<file path="config.mk">
export PLATFORM = sky130hd
export DESIGN_NAME = lcswt_cell
export DESIGN_NICKNAME = d
export VERILOG_FILES = /design/src/sv/lcswt_pkg.sv /design/src/sv/lcswt_cell.sv
export SDC_FILE = /design/constraint.sdc
export NUM_CORES = 1
export LEC_CHECK = 0
export BUFFER_PORTS_ARGS = -buffer_cell sky130_fd_sc_hd__buf_2
export CORE_MARGIN = 2
export CORE_UTILIZATION = 35
export CTS_BUF_LIST = sky130_fd_sc_hd__clkbuf_16
export CTS_CLUSTER_DIAMETER = 80
export CTS_CLUSTER_SIZE = 20
export DETAILED_ROUTE_END_ITERATION = 16
export GPL_TIMING_DRIVEN = 0
export PLACE_DENSITY_LB_ADDON = 0.15
export SLEW_MARGIN = 10
export SYNTH_ARGS = -nofsm -noshare
export SYNTH_HDL_FRONTEND = slang
export SYNTH_SLANG_ARGS = --single-unit
</file>
<file path="constraint.sdc">
create_clock -name clk -period 7.3 [get_ports clk]
set_clock_uncertainty 0.15 [all_clocks]
set_input_delay 0 -clock clk [delete_from_list [all_inputs] [get_ports clk]]
set_output_delay 0 -clock clk [all_outputs]
set_load 0.05 [all_outputs]
</file>
<file path="src/sv/lcswt_pkg.sv">
// ---------------------------------------------------------------------------
// lcswt_pkg
// Shared constants for the LCS-with-traceback core: commands, traceback
// directions and default sizes.
// ---------------------------------------------------------------------------
package lcswt_pkg;

  localparam int DEF_MAX_LEN     = 64;
  localparam int DEF_SYMBOL_BITS = 8;

  localparam logic [1:0] CMD_APPEND_A = 2'd0;
  localparam logic [1:0] CMD_APPEND_B = 2'd1;
  localparam logic [1:0] CMD_RUN      = 2'd2;

  localparam logic [1:0] DIR_DIAG = 2'd0;
  localparam logic [1:0] DIR_UP   = 2'd1;
  localparam logic [1:0] DIR_LEFT = 2'd2;

endpackage

</file>
<file path="src/sv/lcswt_cell.sv">
// ---------------------------------------------------------------------------
// lcswt_cell
// One column of the systolic score array: holds one symbol of the second
// string and the column's running score, keeps the traceback direction of
// every row of its column in a small memory.
// ---------------------------------------------------------------------------
module lcswt_cell #(
  parameter int MAX_LEN     = 64,
  parameter int SYMBOL_BITS = 8,
  parameter int LW          = 7,
  parameter int RW          = 6
) (
  input  logic                   clk,
  input  logic                   rst,
  input  logic                   clr,
  input  logic                   b_we,
  input  logic [SYMBOL_BITS-1:0] b_in,
  input  logic                   vld_in,
  input  logic [SYMBOL_BITS-1:0] a_in,
  input  logic [RW-1:0]          row_in,
  input  logic [LW-1:0]          left_in,
  input  logic [LW-1:0]          diag_in,
  output logic                   vld_out,
  output logic [SYMBOL_BITS-1:0] a_out,
  output logic [RW-1:0]          row_out,
  output logic [LW-1:0]          left_out,
  output logic [LW-1:0]          diag_out,
  input  logic [RW-1:0]          rd_addr,
  output logic [1:0]             rd_dir,
  output logic [SYMBOL_BITS-1:0] b_sym,
  output logic [LW-1:0]          score
);
  import lcswt_pkg::*;

  logic [1:0]    dir_mem [MAX_LEN];
  logic [LW-1:0] up;
  logic [LW-1:0] v;
  logic [1:0]    dir;
  logic          match;

  always_comb begin
    match = (a_in == b_sym);
    if (match) begin
      v   = diag_in + LW'(1);
      dir = DIR_DIAG;
    end else if (up > left_in) begin
      v   = up;
      dir = DIR_UP;
    end else begin
      v   = left_in;
      dir = DIR_LEFT;
    end
  end

  always_ff @(posedge clk) begin
    if (rst) begin
      vld_out <= 1'b0;
      up      <= '0;
    end else begin
      vld_out <= vld_in;
      if (clr) begin
        up <= '0;
      end else if (vld_in) begin
        up <= v;
      end
    end
  end

  always_ff @(posedge clk) begin
    if (b_we) begin
      b_sym <= b_in;
    end
    a_out    <= a_in;
    row_out  <= row_in;
    left_out <= v;
    diag_out <= up;
    if (vld_in) begin
      dir_mem[row_in] <= dir;
    end
    rd_dir <= dir_mem[rd_addr];
  end

  assign score = up;

endmodule

</file>
==> impl_metrics.yaml <==
die:
  dieArea_sq_um: 21570
  core_sq_um: 20100
  initial_utilization_pct: 35.54
  ios: 93
  fp.dieH_um: 146.9
  num_rows: 52
  die_w_um: 146.9
placed_design:
  place_congestion: 0.7862
  portBuffers: 87
  placed_area_sq_um: 7959
  post-dp-hpwl_um: 11490
worst_setup_path:
  criticalPathCategory: "register to register"
  cpPeakStageDelay_ns: 0.55
  worstPathCellList: "ha_1 > nor2b_1 > o21ai_0 > a21oi_1 > o21ai_2 > nand3_1 > o221a_2 > dlygate4sd3_1"
  worstSetupEndpointType: "register"
  cp.arrival_ns: 3.12
  setup.worst_path.start_class: "register"
  crit_slowest_cell: "dlygate4sd3_1"
  cp.required_ns: 7.46
  path_max_fanout: 9
  critPathTopFamily: "compound AO/OA/AOI/OAI gates"
  critPathBufInv: 1
grt:
  grt-ovfl-total: 0
  grt_pass1_vias: 4733
  antenna_found_initial: 0
  grt_max_degree: 45
  grt_util_all_layers_pct: 16.38
  grt_pass1_wl_um: 26320
drt:
  via_per_inst: 4.877
  vias: 4526
  drtPass1Iterations: 5
  drc: 0
  drt_iter0_markers: 305
  drt-wirelength-per-cell_um: 18.23
  drtAntennaViolNets: 0
  finalWirelength_um: 16920
clocking:
  htreeDepth: 4
  cts_tree: "yes"
  clkTransAtPathRegs_ns: 0.07
  post_cts_resized: 0
  post-cts-setup-buffers: 0
  cts_hold_buffers: 53
  cts_sinks: 174
  numCtsBuffers: 17
  ctsRootBufferMaster: "clkbuf_16"
  worstSkewPairLatency_ns: 0.43
  clock_path_buffers: 2
finish:
  post-route-util_pct: 44.95
  n_antenna_cell: 0
  fin_nets: 700
  syn_to_final_growth_pct: 26.50
  fin_area_sq_um: 9037
  layout-drive-gt1-share_pct: 25.68
  final_common_cell: "edfxtp_1"
  final_cell_mix: "edfxtp_1, buf_2, nor2_1"
sta:
  period_share_pct: 40.45
  hold_violations: 0
  tightest_slew_ns: 0.7366
  period_needed_ns: 2.953
  clock.fmax_mhz: 338.7
  setup_tns_ns: 0
  rsz0062_at_grt: "no"
  maxSlewHeadroom_pct: 50.68
  setup_viol: 0
  finalMaxSlewViolations: 0
power:
  peakVddDrop_uv: 163.3
  p_leak_nw: 3.510
  powerDensity_nw_per_um2: 243.3
flow_run:
  maxCapViolCount: 0
synth:
  netlist_area_sq_um: 7144
  async_reset_ff_share_pct: 0
  ys_seq_elements: 174
  synth.distinct_cells: 47
  synth_edf_count: 136
  ys_seq_area_share_pct: 67.81
  syn_area_per_cell_sq_um: 14.76
  synthesis.instances: 484
  synth.net_count: 539
  ys_warn_count: 0
  ys.flop_type: "edfxtp_1"
worst_hold_path:
  holdCritPathClass: "primary input to register"
run_status:
  status: "completed"
-- kinds of logic (layout without fill, tap and decap cells) --
group / Yosys count / in the layout / synth area share, %
AO/OA/AOI/OAI: 51 / 51 / 4.974
XOR/XNOR: 13 / 13 / 1.594
adder cells (fa/ha/maj): 8 / 8 / 1.401
buffers and inverters: 37 / 211 / 2.469
flip-flops: 174 / 174 / 67.81
multiplexers: 51 / 51 / 12.43
AND/OR/NAND/NOR: 150 / 150 / 9.317
-- registers in the layout, indices dropped and copies added (netlist names) --
name	flops
diag_out	7
a_out	8
left_out	7
vld_out	1
score	7
dir_mem	128
rd_dir	2
row_out	6
b_sym	8
-- cells in the mapped netlist, types with 8 or more instances --
library cell    n  share of area, %
mux2i_1        19               2.7
nor2_1         82               4.3
ha_1            8               1.4
xnor2_1        12               1.5
mux4_2         22               6.9
edfxtp_1      136                57
inv_1          13              0.68
a21oi_1        13              0.91
clkbuf_1       12              0.63
dfxtp_1        38                11
nand3_1        10              0.70
nand2_1        22               1.2
-- area by class of cell --
class                           instances  area [sq um]
Buffer                                 24         127.6
Clock buffer                           17         425.4
Clock inverter                         15         122.6
Fill cell                            1840         11070
Inverter                               13         48.80
Multi-Input combinational cell        273          2125
Sequential cell                       174          4845
Tap cell                              270         337.8
Timing Repair Buffer                  142          1006
-- worst register-to-register path: stages, from the launching register on --
cell and delay [ns]:
dfxtp_1 0.42, ha_1 0.28, nor2b_1 0.13, o21ai_0 0.14
a21oi_1 0.14, o21ai_2 0.47, nand3_1 0.25, o221a_2 0.30
dlygate4sd3_1 0.55
-- final timing paths --
path              slack [ns]                  start  depth (start not counted)               endpoint
hold reg to reg         0.27  score[6]$_SDFFE_PP0P_                          0    diag_out[6]$_DFF_P_
hold / removal          0.08              row_in[4]                          2     row_out[4]$_DFF_P_
setup / recovery        4.35  score[1]$_SDFFE_PP0P_                          8  score[4]$_SDFFE_PP0P_
setup reg to reg        4.35  score[1]$_SDFFE_PP0P_                          8  score[4]$_SDFFE_PP0P_
-- through the flow --
step	setup slack (ns)	std cells	hold slack [ns]	power [mW]
after floorplan	4.104	484	-0.1223	1.275
after global placement	3.446	841	-0.03447	1.347
after detailed placement	4.416	843	-0.03047	1.352
after CTS	4.341	928	0.05328	2.221
after global routing	4.179	928	0.05928	2.279
final	4.347	928	0.07623	2.199
-- metal layers --
layer | part of all wire, % | track usage, % | vias to the layer above
met1 | 43 | 20.62 | 2204
met3 | 6.3 | 4.037 | 25
met4 | 1.8 | 6.456 | 0
li1 | - | - | 2149
met5 | 0 | 0 | -
met2 | 49 | 27.32 | 148
-- where the power goes --
group	switching (mW)	total [mW]	internal [mW]
combinational	0.160	0.249	0.0885
clock	0.379	0.847	0.468
sequential	0.00896	1.10	1.09
Power figures use the tool's default switching activity.
